**src/design/rslm_pkg.sv**
```systemverilog
// Shared types and fixed widths for the RMS sound level meter.
// No dependencies; rslm_sq_acc, the top level and the checker import this package.
package rslm_pkg;

  localparam int SAMPLE_W = 12;
  localparam int SQR_W    = 2 * SAMPLE_W;
  localparam int SPW_W    = 11;
  localparam int WPM_W    = 7;
  localparam int MID_W    = 12;
  localparam int STEP_W   = 16;
  localparam int CFG_W    = 16;
  localparam int LEVEL_W  = 13;
  localparam int INT_W    = 10;
  localparam int X16_W    = LEVEL_W + 4;

  typedef logic [SAMPLE_W-1:0] sample_t;

  typedef enum logic [1:0] {
    CFG_SPW,
    CFG_WPM,
    CFG_MID,
    CFG_STEP
  } cfg_idx_t;

  typedef struct packed {
    logic [LEVEL_W-1:0] window_level;
    logic               measure_done;
    logic [INT_W-1:0]   mean_intensity;
    logic [INT_W-1:0]   peak_steps;
  } rslm_result_t;

endpackage

```
**src/design/rslm_stream_if.sv**
```systemverilog
// Valid/ready stream interface used for the sample and result channels.
// The payload type is chosen by the instantiating scope.
interface rslm_stream_if #(
  parameter type payload_t = logic
) ();

  logic     valid;
  logic     ready;
  payload_t data;

  modport source (output valid, output data, input ready);
  modport sink (input valid, input data, output ready);

endinterface

```
**src/design/rslm_sq_acc.sv**
```systemverilog
// Bit-serial squarer that adds the square of one sample into a running sum.
// Depends on rslm_pkg for the sample width.
module rslm_sq_acc #(
  parameter int SUM_W = 35
) (
  input  logic              clk,
  input  logic              rst_n,
  input  logic              start,
  input  logic              clear,
  input  rslm_pkg::sample_t sample,
  output logic              done,
  output logic [SUM_W-1:0]  sum
);
  import rslm_pkg::*;

  localparam int CNT_W = $clog2(SAMPLE_W + 1);

  logic [SQR_W-1:0]    mcand_r;
  logic [SAMPLE_W-1:0] mplier_r;
  logic [CNT_W-1:0]    cnt_r;
  logic                busy_r;
  logic                done_r;
  logic [SUM_W-1:0]    sum_r;

  always_ff @(posedge clk) begin
    if (!rst_n) begin
      busy_r <= 1'b0;
      done_r <= 1'b0;
      cnt_r  <= '0;
      sum_r  <= '0;
    end else begin
      done_r <= busy_r && (cnt_r == CNT_W'(1));
      if (clear) begin
        sum_r <= '0;
      end else if (busy_r && mplier_r[0]) begin
        sum_r <= sum_r + SUM_W'(mcand_r);
      end
      if (start && !busy_r) begin
        busy_r   <= 1'b1;
        cnt_r    <= CNT_W'(SAMPLE_W);
        mcand_r  <= SQR_W'(sample);
        mplier_r <= sample;
      end else if (busy_r) begin
        mcand_r  <= {mcand_r[SQR_W-2:0], 1'b0};
        mplier_r <= {1'b0, mplier_r[SAMPLE_W-1:1]};
        cnt_r    <= cnt_r - CNT_W'(1);
        if (cnt_r == CNT_W'(1)) begin
          busy_r <= 1'b0;
        end
      end
    end
  end

  assign done = done_r;
  assign sum  = sum_r;

endmodule

```
**src/design/rslm_divider.sv**
```systemverilog
// Radix-2 restoring divider, one quotient bit per cycle, shared by all divisions.
// Depends on nothing but its parameters; the divisor must be non-zero.
module rslm_divider #(
  parameter int DVD_W = 35,
  parameter int DVS_W = 16
) (
  input  logic             clk,
  input  logic             rst_n,
  input  logic             start,
  input  logic [DVD_W-1:0] dividend,
  input  logic [DVS_W-1:0] divisor,
  output logic             done,
  output logic [DVD_W-1:0] quotient
);

  localparam int CNT_W = $clog2(DVD_W + 1);

  logic [DVD_W-1:0] quo_r;
  logic [DVS_W-1:0] rem_r;
  logic [DVS_W-1:0] dvs_r;
  logic [CNT_W-1:0] cnt_r;
  logic             busy_r;
  logic             done_r;
  logic [DVS_W:0]   shifted;
  logic [DVS_W:0]   diff;
  logic             take;

  always_comb begin
    shifted = {rem_r, quo_r[DVD_W-1]};
    diff    = shifted - {1'b0, dvs_r};
    take    = shifted >= {1'b0, dvs_r};
  end

  always_ff @(posedge clk) begin
    if (!rst_n) begin
      busy_r <= 1'b0;
      done_r <= 1'b0;
      cnt_r  <= '0;
    end else begin
      done_r <= busy_r && (cnt_r == CNT_W'(1));
      if (start && !busy_r) begin
        busy_r <= 1'b1;
        cnt_r  <= CNT_W'(DVD_W);
        quo_r  <= dividend;
        rem_r  <= '0;
        dvs_r  <= divisor;
      end else if (busy_r) begin
        quo_r <= {quo_r[DVD_W-2:0], take};
        rem_r <= take ? diff[DVS_W-1:0] : shifted[DVS_W-1:0];
        cnt_r <= cnt_r - CNT_W'(1);
        if (cnt_r == CNT_W'(1)) begin
          busy_r <= 1'b0;
        end
      end
    end
  end

  assign done     = done_r;
  assign quotient = quo_r;

endmodule

```
**src/design/rslm_isqrt.sv**
```systemverilog
// Digit-by-digit integer square root, one root bit per cycle.
// Depends on nothing but its parameter; the result is the floor of the root.
module rslm_isqrt #(
  parameter int IN_W = 35
) (
  input  logic                    clk,
  input  logic                    rst_n,
  input  logic                    start,
  input  logic [IN_W-1:0]         radicand,
  output logic                    done,
  output logic [(IN_W+1)/2-1:0]   root
);

  localparam int RT_W  = (IN_W + 1) / 2;
  localparam int PAD_W = 2 * RT_W;
  localparam int CNT_W = $clog2(RT_W + 1);

  logic [PAD_W-1:0] rad_r;
  logic [RT_W:0]    rem_r;
  logic [RT_W-1:0]  root_r;
  logic [CNT_W-1:0] cnt_r;
  logic             busy_r;
  logic             done_r;
  logic [RT_W+2:0]  rem_sh;
  logic [RT_W+2:0]  trial;
  logic [RT_W+2:0]  diff;
  logic             take;

  always_comb begin
    rem_sh = {rem_r, rad_r[PAD_W-1:PAD_W-2]};
    trial  = {1'b0, root_r, 2'b01};
    diff   = rem_sh - trial;
    take   = rem_sh >= trial;
  end

  always_ff @(posedge clk) begin
    if (!rst_n) begin
      busy_r <= 1'b0;
      done_r <= 1'b0;
      cnt_r  <= '0;
    end else begin
      done_r <= busy_r && (cnt_r == CNT_W'(1));
      if (start && !busy_r) begin
        busy_r <= 1'b1;
        cnt_r  <= CNT_W'(RT_W);
        rad_r  <= PAD_W'(radicand);
        rem_r  <= '0;
        root_r <= '0;
      end else if (busy_r) begin
        rad_r  <= {rad_r[PAD_W-3:0], 2'b00};
        rem_r  <= take ? diff[RT_W:0] : rem_sh[RT_W:0];
        root_r <= {root_r[RT_W-2:0], take};
        cnt_r  <= cnt_r - CNT_W'(1);
        if (cnt_r == CNT_W'(1)) begin
          busy_r <= 1'b0;
        end
      end
    end
  end

  assign done = done_r;
  assign root = root_r;

endmodule

```
**src/design/rms_sound_level_meter.sv**
```systemverilog
// Top level of the RMS sound level meter: configuration, sequencer and result register.
// Depends on rslm_pkg, rslm_stream_if, rslm_sq_acc, rslm_divider and rslm_isqrt.
//
//   channel   direction  handshake             beat
//   in_s      sink       valid/ready           one 12-bit sample
//   out_s     source     valid/ready           one window result
//   cfg_*     sink       cfg_we, no wait       one register write
//
// Each sample goes through the bit-serial squarer before the next beat is taken.
// The last sample of a window adds a division and a square root,
// and the last window of a measurement three more divisions.
// Reset is synchronous; a held result stalls only the closing of the next window.
module rms_sound_level_meter #(
  parameter int MAX_SAMPLES = 1024,
  parameter int MAX_WINDOWS = 64
) (
  input  logic                       clk,
  input  logic                       rst_n,
  rslm_stream_if.sink                in_s,
  rslm_stream_if.source              out_s,
  input  logic                       cfg_we,
  input  rslm_pkg::cfg_idx_t         cfg_index,
  input  logic [rslm_pkg::CFG_W-1:0] cfg_wdata
);
  import rslm_pkg::*;

  localparam int SPW_MAX = (1 << SPW_W) - 1;
  localparam int NLIM    = (MAX_SAMPLES < SPW_MAX) ? MAX_SAMPLES : SPW_MAX;
  localparam int CNT_W   = $clog2(NLIM + 1);
  localparam int SUM_W   = SQR_W + CNT_W;
  localparam int WPM_MAX = (1 << WPM_W) - 1;
  localparam int WLIM    = (MAX_WINDOWS < WPM_MAX) ? MAX_WINDOWS : WPM_MAX;
  localparam int WC_W    = $clog2(WLIM + 1);
  localparam int LSUM_W  = LEVEL_W + WC_W;
  localparam int MDVD_W  = LSUM_W + 4;
  localparam int DVD_A   = (SUM_W > MDVD_W) ? SUM_W : MDVD_W;
  localparam int DVD_W   = (DVD_A > X16_W) ? DVD_A : X16_W;
  localparam int DVS_A   = (CNT_W > WC_W) ? CNT_W : WC_W;
  localparam int DVS_W   = (DVS_A > STEP_W) ? DVS_A : STEP_W;
  localparam int RT_W    = (SUM_W + 1) / 2;

  typedef enum logic [3:0] {
    S_IDLE,
    S_SQUARE,
    S_CHECK,
    S_DIV_MS,
    S_SQRT,
    S_LEVEL,
    S_DIV_MEAN,
    S_INT_MEAN,
    S_INT_PEAK,
    S_OUT
  } state_t;

  logic [SPW_W-1:0]  spw_r;
  logic [WPM_W-1:0]  wpm_r;
  logic [MID_W-1:0]  mid_r;
  logic [STEP_W-1:0] step_r;

  state_t            state_r;
  sample_t           sample_r;
  logic              sq_start_r;
  logic              div_start_r;
  logic              rt_start_r;
  logic [DVD_W-1:0]  div_dvd_r;
  logic [DVS_W-1:0]  div_dvs_r;
  logic [CNT_W-1:0]  count_r;
  logic [WC_W-1:0]   wc_r;
  logic [LSUM_W-1:0] lsum_r;
  logic [LEVEL_W-1:0] peak_r;
  logic [LEVEL_W-1:0] peak_keep_r;
  logic              zero_r;
  rslm_result_t      res_r;
  rslm_result_t      out_data_r;
  logic              out_valid_r;

  logic              sq_done;
  logic              sq_clear;
  logic [SUM_W-1:0]  sq_sum;
  logic              div_done;
  logic [DVD_W-1:0]  div_quo;
  logic              rt_done;
  logic [RT_W-1:0]   rt_root;

  logic [CNT_W-1:0]   spw_eff;
  logic [WC_W-1:0]    wpm_eff;
  logic [STEP_W-1:0]  step_eff;
  logic [CNT_W-1:0]   n_cnt;
  logic               window_end;
  logic [SAMPLE_W-1:0] rms;
  logic [SAMPLE_W-1:0] rms_dev;
  logic [LEVEL_W-1:0] level;
  logic [LSUM_W-1:0]  lsum_upd;
  logic [LEVEL_W-1:0] peak_upd;
  logic [WC_W-1:0]    wc_upd;
  logic               measure_end;
  logic [MDVD_W-1:0]  mean_dvd;
  logic [X16_W-1:0]   quo_x16;
  logic [X16_W-1:0]   mean_dec;
  logic [X16_W-1:0]   peak_x16;
  logic [X16_W-1:0]   peak_dec;
  logic [INT_W-1:0]   quo_sat;

  always_ff @(posedge clk) begin
    if (!rst_n) begin
      spw_r  <= SPW_W'(200);
      wpm_r  <= WPM_W'(20);
      mid_r  <= MID_W'(2048);
      step_r <= STEP_W'(655);
    end else if (cfg_we) begin
      unique case (cfg_index)
        CFG_SPW:  spw_r  <= cfg_wdata[SPW_W-1:0];
        CFG_WPM:  wpm_r  <= cfg_wdata[WPM_W-1:0];
        CFG_MID:  mid_r  <= cfg_wdata[MID_W-1:0];
        CFG_STEP: step_r <= cfg_wdata[STEP_W-1:0];
      endcase
    end
  end

  always_comb begin
    spw_eff     = (spw_r == '0) ? CNT_W'(1) :
                  ((int'(spw_r) > NLIM) ? CNT_W'(NLIM) : CNT_W'(spw_r));
    wpm_eff     = (wpm_r == '0) ? WC_W'(1) :
                  ((int'(wpm_r) > WLIM) ? WC_W'(WLIM) : WC_W'(wpm_r));
    step_eff    = (step_r == '0) ? STEP_W'(1) : step_r;
    n_cnt       = count_r + CNT_W'(1);
    window_end  = n_cnt >= spw_eff;
    rms         = rt_root[SAMPLE_W-1:0];
    rms_dev     = (rms >= mid_r) ? (rms - mid_r) : (mid_r - rms);
    level       = {rms_dev, 1'b0};
    lsum_upd    = lsum_r + LSUM_W'(level);
    peak_upd    = (level > peak_r) ? level : peak_r;
    wc_upd      = wc_r + WC_W'(1);
    measure_end = wc_upd >= wpm_eff;
    mean_dvd    = {lsum_upd, 4'b0000};
    quo_x16     = div_quo[X16_W-1:0];
    mean_dec    = quo_x16 - X16_W'(1);
    peak_x16    = {peak_keep_r, 4'b0000};
    peak_dec    = peak_x16 - X16_W'(1);
    quo_sat     = (|div_quo[DVD_W-1:INT_W]) ? '1 : div_quo[INT_W-1:0];
    sq_clear    = (state_r == S_CHECK) && window_end;
  end

  rslm_sq_acc #(
    .SUM_W (SUM_W)
  ) u_sq_acc (
    .clk    (clk),
    .rst_n  (rst_n),
    .start  (sq_start_r),
    .clear  (sq_clear),
    .sample (sample_r),
    .done   (sq_done),
    .sum    (sq_sum)
  );

  rslm_divider #(
    .DVD_W (DVD_W),
    .DVS_W (DVS_W)
  ) u_divider (
    .clk      (clk),
    .rst_n    (rst_n),
    .start    (div_start_r),
    .dividend (div_dvd_r),
    .divisor  (div_dvs_r),
    .done     (div_done),
    .quotient (div_quo)
  );

  rslm_isqrt #(
    .IN_W (SUM_W)
  ) u_isqrt (
    .clk      (clk),
    .rst_n    (rst_n),
    .start    (rt_start_r),
    .radicand (div_quo[SUM_W-1:0]),
    .done     (rt_done),
    .root     (rt_root)
  );

  always_ff @(posedge clk) begin
    if (!rst_n) begin
      state_r     <= S_IDLE;
      sq_start_r  <= 1'b0;
      div_start_r <= 1'b0;
      rt_start_r  <= 1'b0;
      out_valid_r <= 1'b0;
      count_r     <= '0;
      wc_r        <= '0;
      lsum_r      <= '0;
      peak_r      <= '0;
    end else begin
      sq_start_r  <= (state_r == S_IDLE) && in_s.valid;
      rt_start_r  <= (state_r == S_DIV_MS) && div_done;
      div_start_r <= ((state_r == S_CHECK) && window_end) ||
                     ((state_r == S_LEVEL) && measure_end) ||
                     (((state_r == S_DIV_MEAN) || (state_r == S_INT_MEAN)) && div_done);
      out_valid_r <= (state_r == S_OUT) || (out_valid_r && !out_s.ready);
      unique case (state_r)
        S_IDLE: begin
          if (in_s.valid) begin
            sample_r <= in_s.data;
            state_r  <= S_SQUARE;
          end
        end
        S_SQUARE: begin
          if (sq_done) begin
            state_r <= S_CHECK;
          end
        end
        S_CHECK: begin
          if (!window_end) begin
            count_r <= n_cnt;
            state_r <= S_IDLE;
          end else begin
            count_r   <= '0;
            div_dvd_r <= DVD_W'(sq_sum);
            div_dvs_r <= DVS_W'(n_cnt);
            state_r   <= S_DIV_MS;
          end
        end
        S_DIV_MS: begin
          if (div_done) begin
            state_r <= S_SQRT;
          end
        end
        S_SQRT: begin
          if (rt_done) begin
            state_r <= S_LEVEL;
          end
        end
        S_LEVEL: begin
          res_r.window_level   <= level;
          res_r.measure_done   <= measure_end;
          res_r.mean_intensity <= '0;
          res_r.peak_steps     <= '0;
          if (measure_end) begin
            wc_r        <= '0;
            lsum_r      <= '0;
            peak_r      <= '0;
            peak_keep_r <= peak_upd;
            div_dvd_r   <= DVD_W'(mean_dvd);
            div_dvs_r   <= DVS_W'(wc_upd);
            state_r     <= S_DIV_MEAN;
          end else begin
            wc_r    <= wc_upd;
            lsum_r  <= lsum_upd;
            peak_r  <= peak_upd;
            state_r <= S_OUT;
          end
        end
        S_DIV_MEAN: begin
          if (div_done) begin
            zero_r    <= (quo_x16 == '0);
            div_dvd_r <= DVD_W'(mean_dec);
            div_dvs_r <= DVS_W'(step_eff);
            state_r   <= S_INT_MEAN;
          end
        end
        S_INT_MEAN: begin
          if (div_done) begin
            res_r.mean_intensity <= zero_r ? '0 : quo_sat;
            zero_r               <= (peak_keep_r == '0);
            div_dvd_r            <= DVD_W'(peak_dec);
            div_dvs_r            <= DVS_W'(step_eff);
            state_r              <= S_INT_PEAK;
          end
        end
        S_INT_PEAK: begin
          if (div_done) begin
            res_r.peak_steps <= zero_r ? '0 : quo_sat;
            state_r          <= S_OUT;
          end
        end
        S_OUT: begin
          if (!out_valid_r || out_s.ready) begin
            out_data_r <= res_r;
            state_r    <= S_IDLE;
          end
        end
        default: begin
          state_r <= S_IDLE;
        end
      endcase
    end
  end

  assign in_s.ready  = (state_r == S_IDLE);
  assign out_s.valid = out_valid_r;
  assign out_s.data  = out_data_r;

endmodule

```
**src/flat_wrapper.sv**
```systemverilog
// flat-port wrapper written by rule: the top's interface ports become plain ports
module rms_sound_level_meter_flat import rslm_pkg::*;
#(
  parameter int MAX_SAMPLES = 1024,
  parameter int MAX_WINDOWS = 64
)
  (clk, rst_n, cfg_we, cfg_index, cfg_wdata, in_s_valid, in_s_data, in_s_ready, out_s_valid, out_s_data, out_s_ready);
  rslm_stream_if in_s_i ();
  rslm_stream_if out_s_i ();
  input  logic clk;
  input  logic rst_n;
  input  logic cfg_we;
  input  rslm_pkg::cfg_idx_t cfg_index;
  input  logic [rslm_pkg::CFG_W-1:0] cfg_wdata;
  input wire logic [$bits(in_s_i.valid)-1:0] in_s_valid;
  input wire logic [$bits(in_s_i.data)-1:0] in_s_data;
  output wire logic [$bits(in_s_i.ready)-1:0] in_s_ready;
  output wire logic [$bits(out_s_i.valid)-1:0] out_s_valid;
  output wire logic [$bits(out_s_i.data)-1:0] out_s_data;
  input wire logic [$bits(out_s_i.ready)-1:0] out_s_ready;
  assign in_s_i.valid = in_s_valid;
  assign in_s_i.data = in_s_data;
  assign in_s_ready = in_s_i.ready;
  assign out_s_valid = out_s_i.valid;
  assign out_s_data = out_s_i.data;
  assign out_s_i.ready = out_s_ready;
  rms_sound_level_meter #(.MAX_SAMPLES(MAX_SAMPLES), .MAX_WINDOWS(MAX_WINDOWS)) u_core (.clk(clk), .rst_n(rst_n), .in_s(in_s_i), .out_s(out_s_i), .cfg_we(cfg_we), .cfg_index(cfg_index), .cfg_wdata(cfg_wdata));
endmodule
```
**config.mk**
```make
export PLATFORM = sky130hd
export DESIGN_NAME = rms_sound_level_meter_flat
export DESIGN_NICKNAME = d
export VERILOG_FILES = /design/src/design/rslm_pkg.sv /design/src/design/rslm_stream_if.sv /design/src/design/rslm_sq_acc.sv /design/src/design/rslm_divider.sv /design/src/design/rslm_isqrt.sv /design/src/design/rms_sound_level_meter.sv /design/src/flat_wrapper.sv
export SDC_FILE = /design/constraint.sdc
export NUM_CORES = 1
export LEC_CHECK = 0
export ABC_AREA = 1
export BUFFER_PORTS_ARGS = -buffer_cell sky130_fd_sc_hd__buf_2
export CAP_MARGIN = 10
export CORE_MARGIN = 3
export CORE_UTILIZATION = 50
export DETAILED_ROUTE_END_ITERATION = 8
export MAX_ROUTING_LAYER = met4
export PLACE_DENSITY_LB_ADDON = 0.12
export SETUP_SLACK_MARGIN = 0.1
export SYNTH_ARGS = -nofsm -noshare
export SYNTH_HDL_FRONTEND = slang
export SYNTH_SLANG_ARGS = --single-unit
```
**constraint.sdc**
```tcl
create_clock -name clk -period 5.2 [get_ports clk]
set_input_delay 1.04 -clock clk [delete_from_list [all_inputs] [get_ports clk]]
set_output_delay 1.04 -clock clk [all_outputs]
set_load 0.02 [all_outputs]
```
==> Implementation_results.wiki <==
{| class="wikitable"
! Metric !! Value
|-
| Y dimension of the die || 220 µm
|-
| Global-route usage over all layers || 0.270
|-
| P_int || 5.82 mW
|-
| Insertion delay of the later-clocked pin in the worst-skew pair || 0.58 ns
|-
| Static Leak || 10.8 nW
|-
| Required time of the critical path || 5.52 ns
|-
| Mean Syn Cell Area || 7.81 µm²
|-
| Crit Path Max Fanout || 16
|-
| Worst setup path endpoint || u_core.peak_keep_r[11]
|-
| Number of max-cap violations || 0
|-
| Flop2flop setup slack || 0.79 ns
|-
| Fraction of layout cells with a size suffix above 1 || 0.0554
|-
| CTS tree || yes
|-
| Sequential Power Share || 0.439
|-
| Critical path class || reg2reg
|-
| Max-slew violation count || 0
|-
| Port-buffer cells || 26
|-
| Avg WL per Cell || 17.6 µm
|-
| Post-CTS clock slew at the launch and capture registers of the worst setup and hold paths || 0.06 ns
|-
| Hold Buf Count CTS || 0
|-
| WP buf/inv || 4
|-
| Count of TritonRoute iterations in the first routing pass || 6
|-
| Critical path's slowest cell || fa_1
|-
| Crit path capture type || flop
|-
| Root Driver || clkbuf_16
|-
| Share of synthesized area occupied by flip-flops and latches || 0.445
|-
| Class of the worst hold path || reg2reg
|-
| Net Count, Synth || 3,096
|-
| Via count of the routed design || 19,466
|-
| Antenna diode count || 0
|-
| Slew at the pin closest to its max-slew limit || 1.09 ns
|-
| Die area || 0.0484 mm²
|-
| Setup repair after global routing missed its margin || false
|-
| Leading cell type in the layout, fill and taps excluded || nand2_1
|-
| Wire length of the first global-routing pass || 99.5 mm
|-
| Startpoint Class || flop
|-
| Number of instances resized during post-cts repair || 0
|-
| Placed instance count || 3,489
|-
| Post-Syn Area || 0.0229 mm²
|-
| Number of setup violations in the final report || 0
|-
| Capturing point of the worst reg2reg path || u_core.peak_keep_r[11]
|-
| Finished Layout Cells || 3,573
|-
| Total Neg Setup Slack || 0 ns
|-
| Via count of the first global-routing pass || 18,425
|-
| HPWL after detailed placement || 47.4 mm
|-
| Beginning of the worst register-to-register path || u_core.u_isqrt.root[0]
|-
| Most common cell type on the critical path || nand2_1
|-
| Origin of the worst setup path || u_core.u_isqrt.root[0]
|-
| Critical path depth || 19
|-
| Status || finished, final reports clean
|-
| Min cycle time layout || 4.41 ns
|-
| Proportion of power drawn by the clock network || 0.415
|-
| R2R depth || 19
|-
| Number of CTS-inserted buffers || 45
|-
| Pin count of the biggest net entering global routing || 54
|-
| Combinational cell fraction of total power || 0.146
|-
| Routability congestion estimate || 0.952
|-
| Post-synthesis register bit count || 392
|-
| Post-synthesis cell type count || 60
|-
| Yosys top cell by area || edfxtp_1
|-
| Gr ovfl total || 0
|-
| Fin Clk Skew || 0.0192 ns
|-
| Slowest cell delay on critical path || 0.50 ns
|-
| Remaining antenna violation count || 0
|-
| Number of antenna violations at the first check in global routing || 3
|-
| Data arrival time of the critical path || 4.73 ns
|-
| Post-synthesis to final-layout area growth || 9.80%
|-
| Highest clock frequency the design can meet || 227 MHz
|-
| Switching part of the total power || 0.277
|-
| Routed Wire Length || 62.8 mm
|-
| Total number of H-tree levels || 2
|-
| Final routed DRC violation total || 0
|-
| Period utilisation layout || 0.848
|-
| # rows || 77
|-
| Top cell type's share of synthesized area || 0.305
|-
| PwrDens || 320 mW/mm²
|-
| Number of hold violations in the final report || 0
|-
| Maximum count of clock buffers along a single path || 3
|-
| DIE WIDTH || 220 µm
|-
| Dominant delay contributor by cell family on the critical path || simple AND/OR/NAND/NOR gates
|-
| Number of warning messages in the yosys log || 0
|-
| Commonest non-fill, non-tap cells in the layout || 648 x nand2_1, 385 x inv_1, 361 x nor2_1, 270 x a21oi_1, 232 x edfxtp_1
|-
| Iteration-0 DRC count of the detailed router || 1,878
|-
| Net Switching || 2.23 mW
|-
| Net total in the final layout || 3,109
|-
| Core area || 0.0447 mm²
|-
| Top-level I/O count || 27
|-
| Cell-by-cell listing of the critical path || inv_1 > ha_1 > inv_1 > fa_1 > a21oi_4 > a21oi_2 > nor2_2 > nand2_1 > nand2_1 > inv_1 > ha_1 > nand2_1 > nor4_1 > nand2_1 > nand2_1 > nand2_2 > inv_2 > nand2_1 > and2_1
|-
| Relative slew slack || 0.270
|-
| Initial Util || 0.512
|-
| Setup fix buffers added after clock tree synthesis || 0
|-
| Clock tree sinks || 392
|-
| Cells after Synth || 2,931
|-
| Maximum ir drop on the vdd rail || 280 µV
|-
| Top cells by area in the synthesized netlist || edfxtp_1 30%, dfxtp_1 14%, nand2_1 11%, ha_1 7.4%, inv_1 6.3%
|-
| Avg Vias per Cell || 5.45
|}
==> power by group through the flow <==
stage                     sequential, mW  clock (mW)  combinational, mW
after global routing                3.55        3.54               1.34
after CTS                           3.53        3.41               1.17
after floorplan                     3.56           0              0.845
after detailed placement            3.59           0               1.16
final                               3.53        3.34               1.18
after global placement              3.59           0               1.14
==> metrics by stage <==
step / hold WS [ns] / cell area (µm²) / worst slack (ns) / total power, mW / util
finish: 0.424 / 25100 / 0.791 / 8.05 / 0.562
global route: 0.437 / 25100 / 0.483 / 8.43 / 0.562
CTS: 0.434 / 25100 / 0.854 / 8.10 / 0.562
detailed placement: 0.419 / 23600 / 0.857 / 4.75 / 0.527
global placement: 0.407 / 23600 / 1.05 / 4.73 / 0.527
floorplan: 0.400 / 22900 / 0.301 / 4.41 / -
==> per-layer routing <==
layer,global-route usage,share of wire,vias up,wire length (µm)
met5,-,0,-,0
met4,0.0837,0.028,0,1790
met3,0.0523,0.072,123,4500
met2,0.386,0.41,526,25900
met1,0.388,0.49,9046,30600
li1,-,-,9771,-
==> layout make-up <==
type,instances,area (µm²)
flip-flops and latches,392,10200
multi-input cells,2065,10900
well taps,592,741
clock inverters,20,216
inverters,397,1490
fillers,4170,19600
repair buffers,43,258
clock buffers,64,1350
==> how the worst min path moves through the flow <==
| stage | from | end | slack [ns] | cells after the start |
|---|---|---|---|---|
| floorplan | u_core.res_r[0] | u_core.out_s.data | 0.40 | 0 |
| detailed placement | u_core.div_dvs_r[9] | u_core.u_divider.dvs_r[9] | 0.42 | 0 |
| global placement | u_core.div_dvs_r[11] | u_core.u_divider.dvs_r[11] | 0.41 | 0 |
| finish | u_core.div_dvs_r[9] | u_core.u_divider.dvs_r[9] | 0.42 | 0 |
| CTS | u_core.div_dvs_r[9] | u_core.u_divider.dvs_r[9] | 0.43 | 0 |
| global route | u_core.div_dvs_r[9] | u_core.u_divider.dvs_r[9] | 0.44 | 0 |
==> registers in the layout (all words and copies together), names as in the netlist, 4 cells and up <==
signal and count:
u_core.div_dvd_r 35, u_core.wpm_r 7, u_core.u_sq_acc.mcand_r 24, u_core.u_divider.cnt_r 6, u_core.u_divider.rem_r 16, u_core.mid_r 12, u_core.peak_r 13, u_core.state_r 4
u_core.u_sq_acc.sum 35, u_core.wc_r 7, u_core.u_divider.quotient 35, u_core.div_dvs_r 16, u_core.u_sq_acc.cnt_r 4, u_core.lsum_r 19, u_core.u_divider.dvs_r 16, u_core.spw_r 11
u_core.u_isqrt.root 18, u_core.u_isqrt.rad_r 36, u_core.peak_keep_r 13, u_core.u_isqrt.rem_r 19, u_core.step_r 16, u_core.u_isqrt.cnt_r 5, u_core.count_r 11
==> synthesized netlist by cell type (all sizes together) <==
| master | instances |
|---|---|
| a211oi | 14 |
| a21boi | 8 |
| a21o | 9 |
| a21oi | 276 |
| a221o | 2 |
| a221oi | 2 |
| a22oi | 1 |
| a31o | 2 |
| a31oi | 5 |
| and2 | 7 |
| and3 | 3 |
| buf | 24 |
| clkbuf | 53 |
| clkinv | 4 |
| dfxtp | 160 |
| edfxtp | 232 |
| fa | 5 |
| ha | 136 |
| inv | 393 |
| mux2 | 1 |
| nand2 | 655 |
| nand2b | 1 |
| nand3 | 160 |
| nand3b | 7 |
| nand4 | 41 |
| nor2 | 371 |
| nor3 | 41 |
| nor3b | 2 |
| nor4 | 12 |
| o2111ai | 3 |
| o211ai | 8 |
| o21a | 4 |
| o21ai | 196 |
| o21bai | 13 |
| o221ai | 4 |
| o22ai | 5 |
| o31ai | 2 |
| or2 | 6 |
| or3 | 1 |
| xnor2 | 26 |
| xor2 | 36 |
==> cell families after synthesis <==
logic type                 after synthesis  synth area share
AOI/OAI and AO/OA                      554             0.133
buffers and inverters                  474            0.0809
xor gates and xnor gates                62            0.0237
adders and majority gates              141            0.0788
muxes                                    1          0.000492
DFF                                    392             0.445
and+or+nand+nor                       1307             0.239
(Power assumes the default switching activity.)
